### src/hdl/afdp_pkg.sv
// ----------------------------------------------------------------------------
// afdp_pkg - shared types and constants of the framed decimal packet parser
// Holds the frame markers, the raw frame record passed from the front
// part to the back part, and the ASCII digit helpers.
// ----------------------------------------------------------------------------
`default_nettype none

package afdp_pkg;

  // frame markers and character codes
  localparam logic [7:0] MarkByte   = 8'h40;  // '@'
  localparam logic [7:0] ZeroChar   = 8'd48;  // '0'
  localparam logic [7:0] KindTarget = 8'h53;  // 'S'

  // payload layout: kind byte then eleven digit bytes
  localparam int PayloadLen = 12;
  localparam int DigitCount = PayloadLen - 1;
  localparam int CountW     = $clog2(PayloadLen + 1);

  // target registers after reset
  localparam logic [9:0] TargetReset = 10'd123;

  // frame phase codes
  localparam logic [1:0] PhIdle    = 2'd0;
  localparam logic [1:0] PhCollect = 2'd1;
  localparam logic [1:0] PhClose   = 2'd2;

  typedef logic [CountW-1:0] count_t;

  // one complete frame as stored between front and back
  typedef struct packed {
    logic [DigitCount-1:0][7:0] digit_bytes;  // payload bytes 1..11
    logic [7:0]                 kind;         // payload byte 0
  } frame_t;

  // handshake of the frame queue towards the back part
  typedef struct packed {
    logic   valid;
    frame_t frame;
  } frame_req_t;

  // true when the byte is an ASCII decimal digit
  function automatic logic is_digit(input logic [7:0] b);
    return (b >= ZeroChar) && (b <= ZeroChar + 8'd9);
  endfunction

  // digit value, zero for a non-digit byte
  function automatic logic [3:0] digit_value(input logic [7:0] b);
    logic [7:0] diff;
    diff = b - ZeroChar;
    return is_digit(b) ? diff[3:0] : 4'd0;
  endfunction

endpackage

`default_nettype wire

### src/hdl/at_framed_decimal_packet_parser_unit.sv
// ----------------------------------------------------------------------------
// at_framed_decimal_packet_parser_unit - framed decimal packet parser
// Parses '@' + 12 payload bytes + '@' + '@' frames into kind and numbers.
// ----------------------------------------------------------------------------
// The parser takes one received byte per clock cycle. A byte travels on the
// slave stream in tdata with hold_off in tuser. The final '@' of a frame
// moves the frame into a two-entry queue; the decoder loads the result
// register from the queue head once that register is empty or drained.
// The input stalls while both queue entries hold frames, which only happens
// when the downstream side holds off for longer than a frame, since frames
// are at least fifteen bytes long; at full output rate the input never stalls.
// Results carry kind and digit_error in tuser and the numbers in tdata.
`default_nettype none

module at_framed_decimal_packet_parser_unit (
  input  wire logic        clk_i,
  input  wire logic        rst_ni,
  input  wire logic        s_axis_tvalid,
  output logic             s_axis_tready,
  input  wire logic [7:0]  s_axis_tdata,   // rx_byte
  input  wire logic        s_axis_tuser,   // hold_off
  output logic             m_axis_tvalid,
  input  wire logic        m_axis_tready,
  output logic [63:0]      m_axis_tdata,   // dist_x, dist_y, size_value,
                                           // target_x, target_y, zero fill
  output logic [8:0]       m_axis_tuser    // kind, digit_error
);

  logic                  accept;
  logic                  push;
  logic                  full;
  logic                  pop;
  afdp_pkg::frame_t      frame;
  afdp_pkg::frame_req_t  head;

  // input transfer when the queue has room
  assign s_axis_tready = !full;
  assign accept        = s_axis_tvalid && s_axis_tready;

  afdp_front u_front (
    .clk_i      (clk_i),
    .rst_ni     (rst_ni),
    .accept_i   (accept),
    .rx_byte_i  (s_axis_tdata),
    .hold_off_i (s_axis_tuser),
    .frame_o    (frame),
    .push_o     (push)
  );

  afdp_queue u_queue (
    .clk_i   (clk_i),
    .rst_ni  (rst_ni),
    .push_i  (push),
    .frame_i (frame),
    .full_o  (full),
    .head_o  (head),
    .pop_i   (pop)
  );

  afdp_back u_back (
    .clk_i         (clk_i),
    .rst_ni        (rst_ni),
    .head_i        (head),
    .pop_o         (pop),
    .m_axis_tvalid (m_axis_tvalid),
    .m_axis_tready (m_axis_tready),
    .m_axis_tdata  (m_axis_tdata),
    .m_axis_tuser  (m_axis_tuser)
  );

endmodule

`default_nettype wire

### src/hdl/afdp_front.sv
// ----------------------------------------------------------------------------
// afdp_front - frame tracker
// Accepts one byte per cycle while accept_i is high, follows the start / payload / close phases,
// stores the twelve payload bytes and pushes a complete frame on the
// closing marker.
// ----------------------------------------------------------------------------
`default_nettype none

module afdp_front (
  input  wire logic            clk_i,
  input  wire logic            rst_ni,
  input  wire logic            accept_i,   // byte transfer this cycle
  input  wire logic [7:0]      rx_byte_i,
  input  wire logic            hold_off_i,
  output afdp_pkg::frame_t     frame_o,
  output logic                 push_o
);

  logic [1:0]        phase_q, phase_d;
  afdp_pkg::count_t  count_q, count_d;
  logic [7:0]        store_q [afdp_pkg::PayloadLen];
  logic              is_mark;
  logic              store_we;

  assign is_mark = (rx_byte_i == afdp_pkg::MarkByte);

  // phase and byte count update
  always_comb begin
    phase_d  = phase_q;
    count_d  = count_q;
    store_we = 1'b0;
    push_o   = 1'b0;
    if (accept_i) begin
      unique case (phase_q)
        afdp_pkg::PhCollect: begin
          if (count_q == afdp_pkg::count_t'(afdp_pkg::PayloadLen)) begin
            // payload full: marker closes, anything else drops the frame
            phase_d = is_mark ? afdp_pkg::PhClose : afdp_pkg::PhIdle;
            count_d = is_mark ? count_q : '0;
          end else begin
            store_we = 1'b1;
            count_d  = count_q + afdp_pkg::count_t'(1);
          end
        end
        afdp_pkg::PhClose: begin
          // noise ignored until the final marker
          if (is_mark) begin
            push_o  = 1'b1;
            phase_d = afdp_pkg::PhIdle;
            count_d = '0;
          end
        end
        default: begin
          phase_d = afdp_pkg::PhIdle;
          if (is_mark && !hold_off_i) begin
            phase_d = afdp_pkg::PhCollect;
            count_d = '0;
          end
        end
      endcase
    end
  end

  always_ff @(posedge clk_i or negedge rst_ni) begin
    if (!rst_ni) begin
      phase_q <= afdp_pkg::PhIdle;
      count_q <= '0;
    end else begin
      phase_q <= phase_d;
      count_q <= count_d;
    end
  end

  // payload store, no reset
  always_ff @(posedge clk_i) begin
    if (store_we) begin
      store_q[count_q] <= rx_byte_i;
    end
  end

  // frame record from the store
  always_comb begin
    frame_o.kind = store_q[0];
    for (int i = 0; i < afdp_pkg::DigitCount; i++) begin
      frame_o.digit_bytes[i] = store_q[i+1];
    end
  end

  // checks
  a_count_bound: assert property (@(posedge clk_i) disable iff (!rst_ni)
    count_q <= afdp_pkg::count_t'(afdp_pkg::PayloadLen))
    else $error("byte count past payload length");

  a_push_full: assert property (@(posedge clk_i) disable iff (!rst_ni)
    push_o |-> (count_q == afdp_pkg::count_t'(afdp_pkg::PayloadLen)))
    else $error("frame pushed with incomplete payload");

endmodule

`default_nettype wire

### src/hdl/afdp_queue.sv
// ----------------------------------------------------------------------------
// afdp_queue - two-entry frame queue
// Decouples the frame tracker from the decoder so that either side may
// stall on its own.
// ----------------------------------------------------------------------------
`default_nettype none

module afdp_queue (
  input  wire logic             clk_i,
  input  wire logic             rst_ni,
  input  wire logic             push_i,
  input  wire afdp_pkg::frame_t frame_i,
  output logic                  full_o,
  output afdp_pkg::frame_req_t  head_o,
  input  wire logic             pop_i
);

  afdp_pkg::frame_t entry_q [2];
  logic             wr_ptr_q;
  logic             rd_ptr_q;
  logic [1:0]       fill_q;

  assign full_o         = (fill_q == 2'd2);
  assign head_o.valid   = (fill_q != 2'd0);
  assign head_o.frame   = entry_q[rd_ptr_q];

  // pointers and fill level
  always_ff @(posedge clk_i or negedge rst_ni) begin
    if (!rst_ni) begin
      wr_ptr_q <= 1'b0;
      rd_ptr_q <= 1'b0;
      fill_q   <= 2'd0;
    end else begin
      if (push_i) begin
        wr_ptr_q <= ~wr_ptr_q;
      end
      if (pop_i) begin
        rd_ptr_q <= ~rd_ptr_q;
      end
      fill_q <= fill_q + 2'(push_i) - 2'(pop_i);
    end
  end

  // entry storage
  always_ff @(posedge clk_i) begin
    if (push_i) begin
      entry_q[wr_ptr_q] <= frame_i;
    end
  end

  // checks
  a_no_overflow: assert property (@(posedge clk_i) disable iff (!rst_ni)
    !(push_i && full_o && !pop_i))
    else $error("frame queue overflow");

  a_no_underflow: assert property (@(posedge clk_i) disable iff (!rst_ni)
    pop_i |-> head_o.valid)
    else $error("frame queue underflow");

endmodule

`default_nettype wire

### src/hdl/afdp_back.sv
// ----------------------------------------------------------------------------
// afdp_back - frame decoder
// Converts the queued frame's decimal digits, updates the target registers
// on a valid 'S' frame and holds the result in the output register.
// ----------------------------------------------------------------------------
`default_nettype none

module afdp_back (
  input  wire logic                 clk_i,
  input  wire logic                 rst_ni,
  input  wire afdp_pkg::frame_req_t head_i,
  output logic                      pop_o,
  output logic                      m_axis_tvalid,
  input  wire logic                 m_axis_tready,
  output logic [63:0]               m_axis_tdata,  // dist_x, dist_y, size_value,
                                                   // target_x, target_y, zero fill
  output logic [8:0]                m_axis_tuser   // kind, digit_error
);

  logic [3:0]  dig [afdp_pkg::DigitCount];
  logic        all_ok;
  logic [9:0]  x_val, y_val;
  logic [16:0] s_val;
  logic [9:0]  tx_q, ty_q, tx_d, ty_d;
  logic        valid_q;
  logic [7:0]  kind_q;
  logic        err_q;
  logic [9:0]  x_q, y_q;
  logic [16:0] s_q;

  // digit extraction and check
  always_comb begin
    all_ok = 1'b1;
    for (int i = 0; i < afdp_pkg::DigitCount; i++) begin
      dig[i] = afdp_pkg::digit_value(head_i.frame.digit_bytes[i]);
      all_ok = all_ok & afdp_pkg::is_digit(head_i.frame.digit_bytes[i]);
    end
  end

  // constant-weight decimal conversion
  assign x_val = 10'(dig[0]) * 10'd100 + 10'(dig[1]) * 10'd10 + 10'(dig[2]);
  assign y_val = 10'(dig[3]) * 10'd100 + 10'(dig[4]) * 10'd10 + 10'(dig[5]);
  assign s_val = 17'(dig[6]) * 17'd10000 + 17'(dig[7]) * 17'd1000
               + 17'(dig[8]) * 17'd100 + 17'(dig[9]) * 17'd10 + 17'(dig[10]);

  // load the output register when empty or drained
  assign pop_o = head_i.valid && (!valid_q || m_axis_tready);

  // target update on a clean 'S' frame
  always_comb begin
    tx_d = tx_q;
    ty_d = ty_q;
    if (pop_o && all_ok && (head_i.frame.kind == afdp_pkg::KindTarget)) begin
      tx_d = x_val;
      ty_d = y_val;
    end
  end

  always_ff @(posedge clk_i or negedge rst_ni) begin
    if (!rst_ni) begin
      valid_q <= 1'b0;
      tx_q    <= afdp_pkg::TargetReset;
      ty_q    <= afdp_pkg::TargetReset;
    end else begin
      tx_q <= tx_d;
      ty_q <= ty_d;
      if (pop_o) begin
        valid_q <= 1'b1;
      end else if (m_axis_tready) begin
        valid_q <= 1'b0;
      end
    end
  end

  // result payload
  always_ff @(posedge clk_i) begin
    if (pop_o) begin
      kind_q <= head_i.frame.kind;
      err_q  <= !all_ok;
      x_q    <= all_ok ? x_val : '0;
      y_q    <= all_ok ? y_val : '0;
      s_q    <= all_ok ? s_val : '0;
    end
  end

  assign m_axis_tvalid = valid_q;
  assign m_axis_tdata  = {7'd0, ty_q, tx_q, s_q, y_q, x_q};
  assign m_axis_tuser  = {err_q, kind_q};

  // checks
  a_target_moves_on_load: assert property (@(posedge clk_i) disable iff (!rst_ni)
    !($stable(tx_q) && $stable(ty_q)) |-> $past(pop_o))
    else $error("target registers changed without a frame");

  a_valid_rise_on_load: assert property (@(posedge clk_i) disable iff (!rst_ni)
    $rose(valid_q) |-> $past(pop_o))
    else $error("result raised without a frame");

endmodule

`default_nettype wire
### config.mk
export PLATFORM = sky130hd
export DESIGN_NAME = at_framed_decimal_packet_parser_unit
export DESIGN_NICKNAME = d
export VERILOG_FILES = /design/src/hdl/afdp_pkg.sv /design/src/hdl/at_framed_decimal_packet_parser_unit.sv /design/src/hdl/afdp_front.sv /design/src/hdl/afdp_queue.sv /design/src/hdl/afdp_back.sv
export SDC_FILE = /design/constraint.sdc
export NUM_CORES = 1
export LEC_CHECK = 0
export BUFFER_PORTS_ARGS = -buffer_cell sky130_fd_sc_hd__buf_2
export CAP_MARGIN = 20
export CORE_MARGIN = 10
export CORE_UTILIZATION = 44
export DETAILED_ROUTE_END_ITERATION = 7
export GPL_ROUTABILITY_DRIVEN = 0
export SKIP_LAST_GASP = 1
export SLEW_MARGIN = 25
export SYNTH_ARGS = -nofsm -noshare
export SYNTH_HDL_FRONTEND = slang
export SYNTH_SLANG_ARGS = --single-unit
export TNS_END_PERCENT = 10
### constraint.sdc
create_clock -name clk_i -period 12.2 [get_ports clk_i]
set_clock_uncertainty 0.05 [all_clocks]
set_input_delay 0.61 -clock clk_i [delete_from_list [all_inputs] [get_ports clk_i]]
set_output_delay 0.61 -clock clk_i [all_outputs]
set_load 0.1 [all_outputs]
==> run metrics <==
Min Clock Period, post-route=6.62 ns; Peak Freq=151 MHz; largest fanout on the critical path=30; Synth area leader=edfxtp_1; GRT met2 Usage=22.6%; die height=215 microns; area of the multi-input gates=5420 sq um; predominant post-synthesis flop cell=edfxtp_1; CTS Sinks=365; CTS tree=yes; FF-to-FF setup slack=5.58 ns; Post-CTS Setup Repair Bufs=0; Seq cells post-synth=365; I/O pin total=88; Max Cap Viol=0; first-pass GRT wire length=51,600 microns; Rows=71; largest net degree at the start of global routing=75; Synth top area share=59.7%; HP Class=in -> async; RR Endpoint=u_back.s_q[16]$_SDFFCE_PN0P_; die width=215 microns; core area=37,700 sq um; storage element area=10,800 sq um; relative slew slack=29.7%; crit path from=u_queue.rd_ptr_q$_DFFE_PN0P_; Port Buf Inserts=80; post-synth cell types=61; CTS Hold Bufs=0; P&R area growth vs syn=13.0%; Syn. warnings=0; Vias/cell=4.99; total gr overflow=0; final core utilization=50.4%; power density over the cells=171 nW/um^2; worst r2r src=u_queue.rd_ptr_q$_DFFE_PN0P_; Fillers=3,261; post-route setup slack=5.58 ns; critical path arrival=6.81 ns; total die area=46,400 sq um; global-route total usage across every layer=14.0%; count of cells resized by post-cts repair=0; GR peak layer=met2; worst-skew pair later-pin latency=0.53 ns; syn_area_per_cell=14.7 sq um; share of layout cells above drive strength 1=15.1%; DR vias=8,954; setup TNS=0 ns; final hold vios=0; DR WL/cell=18.3 microns; drt first-iter violations=575; DPL Wire Length=22,600 microns; crit share post-route=54.2%; Lkg Pwr=7.61 nW; Root Buffer=clkbuf_16; CTS Buf Count=39; H-Tree Depth=2; Antenna diodes=0; Synth async-reset ratio=8.49%; EDFF count, synth=334; Slew Viols, Final=0; GRT met1 Usage=19.0%; setup violators final=0; Initial Utilization=44.6%; Clock Tree Buf Depth=3; worst slack at placement=5.59 ns; Worst Setup EP=u_back.s_q[16]$_SDFFCE_PN0P_; status=completed; sequential fraction of the synthesis area=64.4%; Setup CP Type=reg -> reg; startpoint types=flop; path depth of the worst reg2reg path=24; Clk pin slew, worst setup/hold paths=0.06 ns; Final Net Count=1,419; drt drc=0; First-pass DRT Iterations=5; Cells after Synth=1,145; Mapped Area=16,800 sq um; Hold WS=0.132 ns; Synth area leaders=edfxtp_1 60%, ha_1 8.9%, fa_1 4.2%, dfrtp_1 2.8%, inv_1 2.7%; met3 global-route usage=2.53%; Worst-Margin Slew=1.04 ns; worst vdd rail ir drop=178 uV; Detailed Route WL=32,900 microns; initial antenna violation count=0; RSZ-0062 raised after global routing=no; DRT antenna net count=0; vias in the first global route=9,220; CP Data Required Time=12.39 ns; CP Capture Type=flop
## sequential cells by signal (all words and copies together) (netlist names)
| signal | cells |
|---|---|
| u_queue.wr_ptr_q | 1 |
| u_back.tx_q | 10 |
| u_queue.fill_q | 2 |
| u_front.phase_q | 2 |
| u_back.y_q | 10 |
| u_back.m_axis_tvalid | 1 |
| u_back.x_q | 10 |
| u_queue.entry_q | 192 |
| u_back.kind_q | 8 |
| u_back.ty_q | 10 |
| u_queue.rd_ptr_q | 1 |
| u_back.err_q | 1 |
| u_front.store_q | 96 |
| u_back.s_q | 17 |
| u_front.count_q | 4 |
## per-stage QoR
stage	cells	power, mW	area [sq um]
2_1_floorplan	1151	2.07	16800
3_3_place_gp	1721	2.20	17800
3_5_place_dp	1721	2.20	17800
4_1_cts	1793	3.29	19000
5_1_grt	1793	3.37	19000
6_report	1793	3.25	19000
## layer usage
metal | vias up | share of wire [%]
met4 | 0 | 1.9
met5 | - | 0
li1 | 4362 | -
met1 | 4376 | 48
met3 | 44 | 4.4
met2 | 172 | 46
## power by group
part	internal, mW	switching, mW
clock	0.624	0.464
combinational	0.140	0.559
sequential	1.43	0.0374
## cells in the mapped netlist (12+ instances only)
cell type and n:
xor2_1 16, nand2_1 42, inv_1 123, dfstp_2 12, nand4_1 15, fa_1 35, edfxtp_1 334, a21oi_1 21
a21o_1 15, xnor2_1 26, o21ai_0 43, nor3_1 17, mux2_2 31, ha_1 120, dfrtp_1 19, nand3_1 14
nor2_1 83, and2_1 16, mux2i_1 34
## critical path, cell delays in order, from the launching register on
cell      delay [ns]
dfrtp_4         0.70
mux2_1          0.40
a211oi_1        0.24
a31o_2          0.21
nand2_1         0.14
ha_1            0.30
inv_1           0.05
ha_1            0.33
inv_1           0.09
fa_1            0.51
inv_1           0.05
ha_1            0.33
a21o_1          0.19
a21oi_1         0.23
xnor2_1         0.12
fa_1            0.52
inv_1           0.04
ha_1            0.29
ha_1            0.37
a21o_1          0.22
a21oi_1         0.19
o31ai_1         0.15
o32a_1          0.38
xor2_1          0.16
nor2_1          0.05
## worst min-delay path by stage
stage,startpoint,endpoint,slack (ns),cells past startpoint
after floorplan,rst_ni,u_back.m_axis_tvalid$_DFFE_PN0P_,0.26,0
after global placement,u_front.store_q[0][7]$_DFFE_PP_,u_queue.entry_q[0][7]$_DFFE_PP_,0.37,0
after detailed placement,u_front.store_q[9][3]$_DFFE_PP_,u_queue.entry_q[1][75]$_DFFE_PP_,0.38,0
after CTS,rst_ni,u_front.phase_q[0]$_DFFE_PN0P_,0.14,1
after global routing,rst_ni,u_front.phase_q[0]$_DFFE_PN0P_,0.17,1
final,rst_ni,u_front.phase_q[0]$_DFFE_PN0P_,0.13,1
## logic make-up (layout without fill, tap and decap cells)
| logic type | Yosys count | in the layout | synth area share (%) |
|---|---|---|---|
| fa+ha+maj | 155 | 155 | 13.1 |
| compound gates | 126 | 126 | 4.79 |
| simple gates | 230 | 230 | 6.92 |
| flops | 365 | 365 | 64.4 |
| mux | 76 | 76 | 4.88 |
| other cells | 1 | 7 | 0.0223 |
| buf+inv | 150 | 281 | 3.72 |
| xor+xnor | 42 | 42 | 2.19 |
## placed cells by master, fill, tap and decap left out, types with 34 or more instances in the layout
cell type,synthesis,layout
mux2i_1,34,34
buf_2,5,80
clkbuf_16,0,40
inv_1,123,122
ha_1,120,120
edfxtp_1,334,334
nand2_1,42,42
fa_1,35,35
nor2_1,83,83
o21ai_0,43,43
## layout make-up
cell class                      count  share of cell area, %
Clock buffer                       57                   5.71
Clock inverter                     15                  0.619
Inverter                          123                   2.43
Multi-Input combinational cell    636                   28.5
Sequential cell                   365                   57.0
Tap cell                          511                   3.37
Timing Repair Buffer               86                   2.35
Power figures use the tool's default switching activity.
